File: config.mk
export PLATFORM = sky130hd
export DESIGN_NAME = stop_wait_info_frame_receiver
export DESIGN_NICKNAME = d
export VERILOG_FILES = /design/src/swifr_pkg.sv /design/src/swifr_parser.sv /design/src/stop_wait_info_frame_receiver.sv
export SDC_FILE = /design/constraint.sdc
export NUM_CORES = 1
export LEC_CHECK = 0
export ABC_AREA = 1
export BUFFER_PORTS_ARGS = -buffer_cell sky130_fd_sc_hd__buf_2
export CORE_MARGIN = 1
export CORE_UTILIZATION = 59
export DETAILED_ROUTE_END_ITERATION = 8
export PLACE_DENSITY = 0.8
export SETUP_SLACK_MARGIN = 0.02
export SKIP_CTS_REPAIR_TIMING = 1
export SKIP_LAST_GASP = 1
export SYNTH_ARGS = -nofsm -noshare
export SYNTH_HDL_FRONTEND = slang
export SYNTH_HIERARCHICAL = 1
export SYNTH_SLANG_ARGS = --single-unit
File: constraint.sdc
create_clock -name clk_i -period 4 [get_ports clk_i]
set_input_delay 0.4 -clock clk_i [delete_from_list [all_inputs] [get_ports clk_i]]
set_output_delay 0.4 -clock clk_i [all_outputs]
set_load 0.02 [all_outputs]
File: src/swifr_pkg.sv
// Shared types and constants for the stop-and-wait information frame receiver.
package swifr_pkg;

  localparam int unsigned MaxPayload = 1024;
  localparam int unsigned CntW       = $clog2(MaxPayload + 6);
  localparam int unsigned LenW       = 11;

  localparam logic [CntW-1:0] CntPayloadEnd = CntW'(MaxPayload + 4);
  localparam logic [CntW-1:0] CntSat        = CntW'(MaxPayload + 5);
  localparam logic [LenW-1:0] LenMax        = LenW'(MaxPayload);

  localparam logic [7:0] FlagByte  = 8'h7e;
  localparam logic [7:0] EscByte   = 8'h7d;
  localparam logic [7:0] EscFlag   = 8'h5e;
  localparam logic [7:0] EscEsc    = 8'h5d;
  localparam logic [7:0] AddrReset = 8'h03;
  localparam logic [6:0] RrLow     = 7'h05;
  localparam logic [6:0] RejLow    = 7'h01;

  typedef enum logic [2:0] {
    VerdictAccepted  = 3'd0,
    VerdictBcc2Err   = 3'd1,
    VerdictDuplicate = 3'd2,
    VerdictHeaderErr = 3'd3,
    VerdictWrongSeq  = 3'd4,
    VerdictTooLong   = 3'd5
  } verdict_e;

  typedef enum logic {
    KindData    = 1'b0,
    KindVerdict = 1'b1
  } kind_e;

  typedef struct packed {
    kind_e           kind;
    logic [7:0]      data;
    verdict_e        verdict;
    logic            rvalid;
    logic [7:0]      rctl;
    logic [LenW-1:0] len;
  } result_t;

endpackage

File: src/swifr_parser.sv
// Frame parser: destuffing, header check, payload release and end-of-frame verdict.
module swifr_parser (
  input  logic             clk_i,
  input  logic             rst_ni,
  input  logic             step_i,
  input  logic [7:0]       rx_byte_i,
  input  logic [7:0]       expected_address_i,
  output logic             emit_o,
  output swifr_pkg::result_t res_o
);
  import swifr_pkg::*;

  logic            in_frame_q, in_frame_d;
  logic            esc_q, esc_d;
  logic [CntW-1:0] cnt_q, cnt_d;
  logic [7:0]      addr_q, addr_d;
  logic [7:0]      ctl_q, ctl_d;
  logic [7:0]      held_q, held_d;
  logic [7:0]      xor_q, xor_d;
  logic            seq_q, seq_d;
  logic            hok_q, hok_d;

  logic            take;
  logic [7:0]      take_byte;
  logic [7:0]      ctl_now, ctl_prev;
  logic [LenW-1:0] len;

  assign ctl_now  = {1'b0, seq_q, 6'b0};
  assign ctl_prev = {1'b0, ~seq_q, 6'b0};
  // count stops at CntSat, so only that value overruns the length cap
  assign len = (cnt_q == CntSat) ? LenMax : LenW'(cnt_q - CntW'(4));

  always_comb begin
    in_frame_d = in_frame_q;
    esc_d      = esc_q;
    cnt_d      = cnt_q;
    addr_d     = addr_q;
    ctl_d      = ctl_q;
    held_d     = held_q;
    xor_d      = xor_q;
    seq_d      = seq_q;
    hok_d      = hok_q;
    take       = 1'b0;
    take_byte  = rx_byte_i;
    emit_o     = 1'b0;
    res_o      = '{kind: KindData, data: 8'h00, verdict: VerdictAccepted,
                   rvalid: 1'b0, rctl: 8'h00, len: '0};

    if (!in_frame_q) begin
      if (rx_byte_i == FlagByte) begin
        in_frame_d = 1'b1;
        esc_d      = 1'b0;
        cnt_d      = '0;
        xor_d      = 8'h00;
        held_d     = 8'h00;
        hok_d      = 1'b0;
      end
    end else if (rx_byte_i == FlagByte) begin
      esc_d = 1'b0;
      if (cnt_q != '0) begin
        in_frame_d     = 1'b0;
        emit_o         = 1'b1;
        res_o.kind     = KindVerdict;
        if (cnt_q < CntW'(4)) begin
          res_o.verdict = VerdictHeaderErr;
        end else begin
          res_o.len = len;
          priority if (!hok_q || addr_q != expected_address_i) begin
            res_o.verdict = VerdictHeaderErr;
          end else if (cnt_q == CntSat) begin
            res_o.verdict = VerdictTooLong;
          end else if (ctl_q == ctl_prev) begin
            res_o.verdict = VerdictDuplicate;
            res_o.rvalid  = 1'b1;
            res_o.rctl    = {seq_q, RrLow};
          end else if (ctl_q != ctl_now) begin
            res_o.verdict = VerdictWrongSeq;
          end else if (xor_q != held_q) begin
            res_o.verdict = VerdictBcc2Err;
            res_o.rvalid  = 1'b1;
            res_o.rctl    = {seq_q, RejLow};
          end else begin
            seq_d         = ~seq_q;
            res_o.verdict = VerdictAccepted;
            res_o.rvalid  = 1'b1;
            res_o.rctl    = {~seq_q, RrLow};
          end
        end
      end
    end else if (esc_q) begin
      esc_d = 1'b0;
      if (rx_byte_i == EscFlag) begin
        take      = 1'b1;
        take_byte = FlagByte;
      end else if (rx_byte_i == EscEsc) begin
        take      = 1'b1;
        take_byte = EscByte;
      end
    end else if (rx_byte_i == EscByte) begin
      esc_d = 1'b1;
    end else begin
      take = 1'b1;
    end

    if (take && cnt_q != CntSat) begin
      cnt_d = cnt_q + CntW'(1);
      if (cnt_q == CntW'(0)) begin
        addr_d = take_byte;
      end else if (cnt_q == CntW'(1)) begin
        ctl_d = take_byte;
      end else if (cnt_q == CntW'(2)) begin
        hok_d = (take_byte == (addr_q ^ ctl_q));
      end else begin
        // the held byte is payload once another content byte follows it
        if (cnt_q >= CntW'(4) && cnt_q < CntPayloadEnd) begin
          xor_d = xor_q ^ held_q;
          if (ctl_q == ctl_now) begin
            emit_o     = 1'b1;
            res_o.data = held_q;
          end
        end
        held_d = take_byte;
      end
    end
  end

  always_ff @(posedge clk_i or negedge rst_ni) begin
    if (!rst_ni) begin
      in_frame_q <= 1'b0;
      esc_q      <= 1'b0;
      cnt_q      <= '0;
      addr_q     <= 8'h00;
      ctl_q      <= 8'h00;
      held_q     <= 8'h00;
      xor_q      <= 8'h00;
      seq_q      <= 1'b0;
      hok_q      <= 1'b0;
    end else if (step_i) begin
      in_frame_q <= in_frame_d;
      esc_q      <= esc_d;
      cnt_q      <= cnt_d;
      addr_q     <= addr_d;
      ctl_q      <= ctl_d;
      held_q     <= held_d;
      xor_q      <= xor_d;
      seq_q      <= seq_d;
      hok_q      <= hok_d;
    end
  end

`ifndef SYNTHESIS
  a_count_bounded: assert property (@(posedge clk_i) disable iff (!rst_ni)
    cnt_q <= CntSat)
    else $error("content count past saturation");
  a_esc_only_in_frame: assert property (@(posedge clk_i) disable iff (!rst_ni)
    step_i && !in_frame_q |=> !esc_q)
    else $error("escape pending outside a frame");
  a_seq_toggle_on_accept: assert property (@(posedge clk_i) disable iff (!rst_ni)
    step_i && emit_o && res_o.kind == KindVerdict && res_o.verdict == VerdictAccepted
    |=> seq_q != $past(seq_q))
    else $error("sequence bit did not toggle on acceptance");
`endif

endmodule

File: src/stop_wait_info_frame_receiver.sv
// Top level: input register, parser, result register and address register.
//
// Usage:
//   Input channel: rx_byte_i with in_valid_i / in_ready_o carries one raw line
//   byte per item. Output channel: out_valid_o / out_ready_i carries one result
//   item: a payload byte (result_kind_o = 0) or an end-of-frame verdict with
//   reply control byte and payload length (result_kind_o = 1).
//   Configuration: cfg_we_i writes cfg_wdata_i into the expected address
//   register in the cycle it is high; write only while the block is idle.
//   Order: an accepted byte waits in the input register, is parsed by the
//   parser, and its result, if any, is then captured in the result register.
//   Throughput: one byte per cycle while results are taken, set by the single
//   parse stage between the input register and the result register.
//   Reset: the block hunts for an opening flag, the sequence bit is 0 and the
//   expected address is 0x03.
//   Stall: while a result waits on out_ready_i, the input register holds one
//   more byte, then in_ready_o drops until the result is taken.
module stop_wait_info_frame_receiver (
  input  logic                      clk_i,
  input  logic                      rst_ni,
  input  logic                      in_valid_i,
  output logic                      in_ready_o,
  input  logic [7:0]                rx_byte_i,
  input  logic                      cfg_we_i,
  input  logic [7:0]                cfg_wdata_i,
  output logic                      out_valid_o,
  input  logic                      out_ready_i,
  output logic                      result_kind_o,
  output logic [7:0]                data_byte_o,
  output logic [2:0]                verdict_o,
  output logic                      reply_valid_o,
  output logic [7:0]                reply_control_o,
  output logic [swifr_pkg::LenW-1:0] payload_length_o
);
  import swifr_pkg::*;

  logic       s1_valid_q, s1_valid_d;
  logic [7:0] s1_byte_q;
  logic       out_valid_q, out_valid_d;
  result_t    out_q;
  logic [7:0] addr_q;
  logic       step;
  logic       emit;
  result_t    res;

  assign step       = s1_valid_q && (!out_valid_q || out_ready_i);
  assign in_ready_o = !s1_valid_q || step;

  always_comb begin
    s1_valid_d = s1_valid_q;
    if (in_valid_i && in_ready_o) begin
      s1_valid_d = 1'b1;
    end else if (step) begin
      s1_valid_d = 1'b0;
    end
    out_valid_d = out_valid_q;
    if (step) begin
      out_valid_d = emit;
    end else if (out_ready_i) begin
      out_valid_d = 1'b0;
    end
  end

  swifr_parser u_parser (
    .clk_i              (clk_i),
    .rst_ni             (rst_ni),
    .step_i             (step),
    .rx_byte_i          (s1_byte_q),
    .expected_address_i (addr_q),
    .emit_o             (emit),
    .res_o              (res)
  );

  always_ff @(posedge clk_i or negedge rst_ni) begin
    if (!rst_ni) begin
      s1_valid_q  <= 1'b0;
      out_valid_q <= 1'b0;
      addr_q      <= AddrReset;
    end else begin
      s1_valid_q  <= s1_valid_d;
      out_valid_q <= out_valid_d;
      if (cfg_we_i) begin
        addr_q <= cfg_wdata_i;
      end
    end
  end

  always_ff @(posedge clk_i) begin
    if (in_valid_i && in_ready_o) begin
      s1_byte_q <= rx_byte_i;
    end
    if (step && emit) begin
      out_q <= res;
    end
  end

  assign out_valid_o      = out_valid_q;
  assign result_kind_o    = out_q.kind;
  assign data_byte_o      = out_q.data;
  assign verdict_o        = out_q.verdict;
  assign reply_valid_o    = out_q.rvalid;
  assign reply_control_o  = out_q.rctl;
  assign payload_length_o = out_q.len;

`ifndef SYNTHESIS
  a_stall_cause: assert property (@(posedge clk_i) disable iff (!rst_ni)
    !in_ready_o |-> s1_valid_q && out_valid_q && !out_ready_i)
    else $error("input stalled without a blocked result");
  a_data_fields_clear: assert property (@(posedge clk_i) disable iff (!rst_ni)
    out_valid_o && result_kind_o == KindData
    |-> verdict_o == VerdictAccepted && !reply_valid_o && payload_length_o == '0)
    else $error("payload item carries verdict fields");
  a_reply_code: assert property (@(posedge clk_i) disable iff (!rst_ni)
    out_valid_o && reply_valid_o
    |-> reply_control_o[6:0] == RrLow || reply_control_o[6:0] == RejLow)
    else $error("reply control byte is neither RR nor REJ");
  a_len_cap: assert property (@(posedge clk_i) disable iff (!rst_ni)
    out_valid_o |-> payload_length_o <= LenMax)
    else $error("payload length above maximum");
`endif

endmodule
==> out/qor.json <==
{
  "outcome": "complete, no violations",
  "ys_async_sr_fraction": 0.5876,
  "cp_data_required_time_ps": 4030,
  "fp.dieH_um": 96.33,
  "syn_inst_count": 607,
  "area_after_detailed_placement_mm2": 0.005570,
  "max-clock-path-buffers": 2,
  "routabilityCongestion": 0.8982,
  "grt_pass1_vias": 3989,
  "power.density_mw_per_mm2": 704.2,
  "top_level_ports": 55,
  "cts.sinks": 97,
  "drt_first_iter_violations": 333,
  "min_period_ps": 2895,
  "via_count": 4283,
  "setup_viol": 0,
  "final_nets": 691,
  "fp-row-count": 34,
  "endpoint_kind": "register",
  "io_buffers": 54,
  "ff2ff_path_depth": 14,
  "grt_max_degree": 33,
  "drtAntennaViolNets": 0,
  "drt_first_pass_iters": 5,
  "synth_enable_flop_cells": 40,
  "top_layer": "met4",
  "leakagePower_nw": 2.735,
  "worstMarginPinSlew_ps": 834.6,
  "clk_root_buffer_cell": "sky130_fd_sc_hd__clkbuf_8",
  "route.detailed.wl_per_inst_um": 14.42,
  "cts.htree.levels": 3,
  "post-route-drc-count": 0,
  "tritoncts": "done",
  "route.layer.met1.wl_um": 4643,
  "die_area_mm2": 0.009279,
  "syn_area_mm2": 0.005250,
  "total_negative_setup_slack_ps": 0,
  "multi_input_comb_area_mm2": 0.002218,
  "filler_cell_count": 709,
  "groute.usage.overall": 0.2623,
  "antenna_cells": 0,
  "ir_drop_uv": 377.7,
  "start_util": 0.6050,
  "cp_data_arrival_time_ps": 2920,
  "clkLatencyLatePin_ps": 370,
  "worstSetupStartpointType": "register",
  "layout_common_cells": "170 x sky130_fd_sc_hd__nand2_1, 69 x sky130_fd_sc_hd__inv_1, 55 x sky130_fd_sc_hd__dfrtp_1",
  "clkSlewWorstSetupHoldPaths_ps": 90,
  "final_min_period_over_clock_period": 0.7237,
  "regArea_mm2": 0.002630,
  "max_freq_mhz": 345.4,
  "p_sw_frac": 0.4434,
  "report.final.slew_viol_count": 0,
  "power.share.sequential": 0.396,
  "yosys_warnings": 6,
  "p_int_mw": 2.259,
  "final_hold_viol_count": 0,
  "synth.yosys.seq_area_share": 0.5010,
  "dp_hpwl_um": 7842,
  "syn_area_per_cell_um2": 8.649,
  "final_layout_size_suffix_gt1_frac": 0.1859,
  "synth_ff_type": "sky130_fd_sc_hd__dfrtp_1",
  "met3_routed_length_um": 648,
  "via_per_inst": 5.526,
  "crit_fanout": 32,
  "setup_repair_after_global_routing_missed_its_margin": "false",
  "antenna_violations_before_repair": 0,
  "die-width_um": 96.33,
  "wire_length_of_the_first_global_routing_pass_um": 18200,
  "cap_viol_max_count": 0,
  "routed-wl-met2_um": 5646,
  "mostFrequentLayoutCell": "sky130_fd_sc_hd__nand2_1",
  "share_comb_of_total_power": 0.448,
  "synth.ff_latch_count": 97,
  "clockPowerShare": 0.156,
  "setup.worst_path.class": "reg2reg",
  "area.growth.synth_to_final_pct": 9.795,
  "finalInstanceArea_mm2": 0.005764,
  "numCtsBuffers": 9,
  "core_region_area_mm2": 0.008678,
  "synth_cell_type_count": 40,
  "slew_headroom": 0.4430,
  "globalRouteOverflowTotal": 0,
  "finClkSkew_ps": 9.241,
  "routed_wl_um": 11180,
  "p_switching_mw": 1.800,
  "hold_class": "in2async"
}
## synthesized netlist by cell type, drive strengths merged, types with 9 or more instances
cell type | count | area share
buf | 14 | 0.022
a21oi | 12 | 0.014
nand2 | 179 | 0.13
o21ai | 38 | 0.048
nor3 | 11 | 0.011
dfrtp | 55 | 0.26
xor2 | 11 | 0.018
xnor2 | 16 | 0.027
nand4 | 9 | 0.014
inv | 77 | 0.056
nor2 | 61 | 0.054
nand3 | 56 | 0.063
edfxtp | 40 | 0.23
## cell type report
class,count,share of cell area
Inverter,77,0.05101
Multi-Input combinational cell,420,0.3848
Sequential cell,97,0.4563
Clock inverter,7,0.01216
Clock buffer,9,0.02149
Tap cell,108,0.02344
Timing Repair Buffer,57,0.05079
## worst max-delay path, cell delays in order, from the launching register on
cell and delay, ps:
sky130_fd_sc_hd__dfrtp_1 500, sky130_fd_sc_hd__inv_1 130, sky130_fd_sc_hd__ha_1 230, sky130_fd_sc_hd__inv_1 50, sky130_fd_sc_hd__nor2_1 30, sky130_fd_sc_hd__nand2_1 80
sky130_fd_sc_hd__inv_1 90, sky130_fd_sc_hd__nand3_1 120, sky130_fd_sc_hd__nand2_1 70, sky130_fd_sc_hd__nor3_2 390, sky130_fd_sc_hd__nand3_1 130, sky130_fd_sc_hd__a22oi_1 150
sky130_fd_sc_hd__inv_1 90, sky130_fd_sc_hd__nor2_2 100, sky130_fd_sc_hd__buf_4 360
## kinds of logic after synthesis
family,Yosys count,share of synthesized area
AND/OR/NAND/NOR,318,0.2772
flip-flops,97,0.5010
buffers and inverters,94,0.07984
AO/OA/AOI/OAI,62,0.07722
XOR/XNOR,27,0.04504
adder cells (fa/ha/maj),8,0.01907
other,1,0.0007143
## metrics by stage
step	worst slack (ps)	hold WS, ps	utilization	std cells	power [mW]
final	1105	54.25	0.6642	775	4.059
after CTS	1123	76.96	0.6642	775	4.054
after detailed placement	1155	480.6	0.6419	759	3.416
after floorplan	484.0	104.4	-	611	3.026
after global placement	1266	461.1	0.6419	759	3.330
after global routing	849.8	98.90	0.6642	775	4.387
## registers in the layout (all words and copies together) (netlist names)
signal               flops
s1_valid_q               1
u_parser/cnt_q          11
addr_q                   8
u_parser/in_frame_q      1
verdict_o                3
s1_byte_q                8
payload_length_o        11
u_parser/seq_q           1
u_parser/ctl_q           8
u_parser/hok_q           1
data_byte_o              8
reply_valid_o            1
u_parser/held_q          8
result_kind_o            1
reply_control_o          8
u_parser/esc_q           1
out_valid_o              1
u_parser/addr_q          8
u_parser/xor_q           8
## power groups by stage
stage | registers [mW] | clock network, mW | logic (mW)
floorplan | 1.62 | 0 | 1.41
detailed placement | 1.62 | 0 | 1.79
global route | 1.64 | 0.686 | 2.06
CTS | 1.60 | 0.647 | 1.80
finish | 1.61 | 0.632 | 1.82
global placement | 1.61 | 0 | 1.72
## metal layers
metal  global-route usage  vias to the layer above
met1               0.3313                     2044
met4               0.1164                        0
met3              0.05450                       24
met5                    0                        -
met2               0.4350                      159
li1                     -                     2056
## final timing paths
path	startpoint	end	slack (ps)
max	u_parser/cnt_q[2]	verdict_o[2]	1110
min	rst_ni	u_parser/xor_q[1]	50
max reg2reg	u_parser/cnt_q[2]	verdict_o[2]	1110
min reg2reg	addr_q[1]	addr_q[1]	500
max in group asynchronous	rst_ni	u_parser/ctl_q[5]	3080
min in group clk_i	rx_byte_i[6]	s1_byte_q[6]	200
No activity file was read; power rests on OpenSTA's default activity.
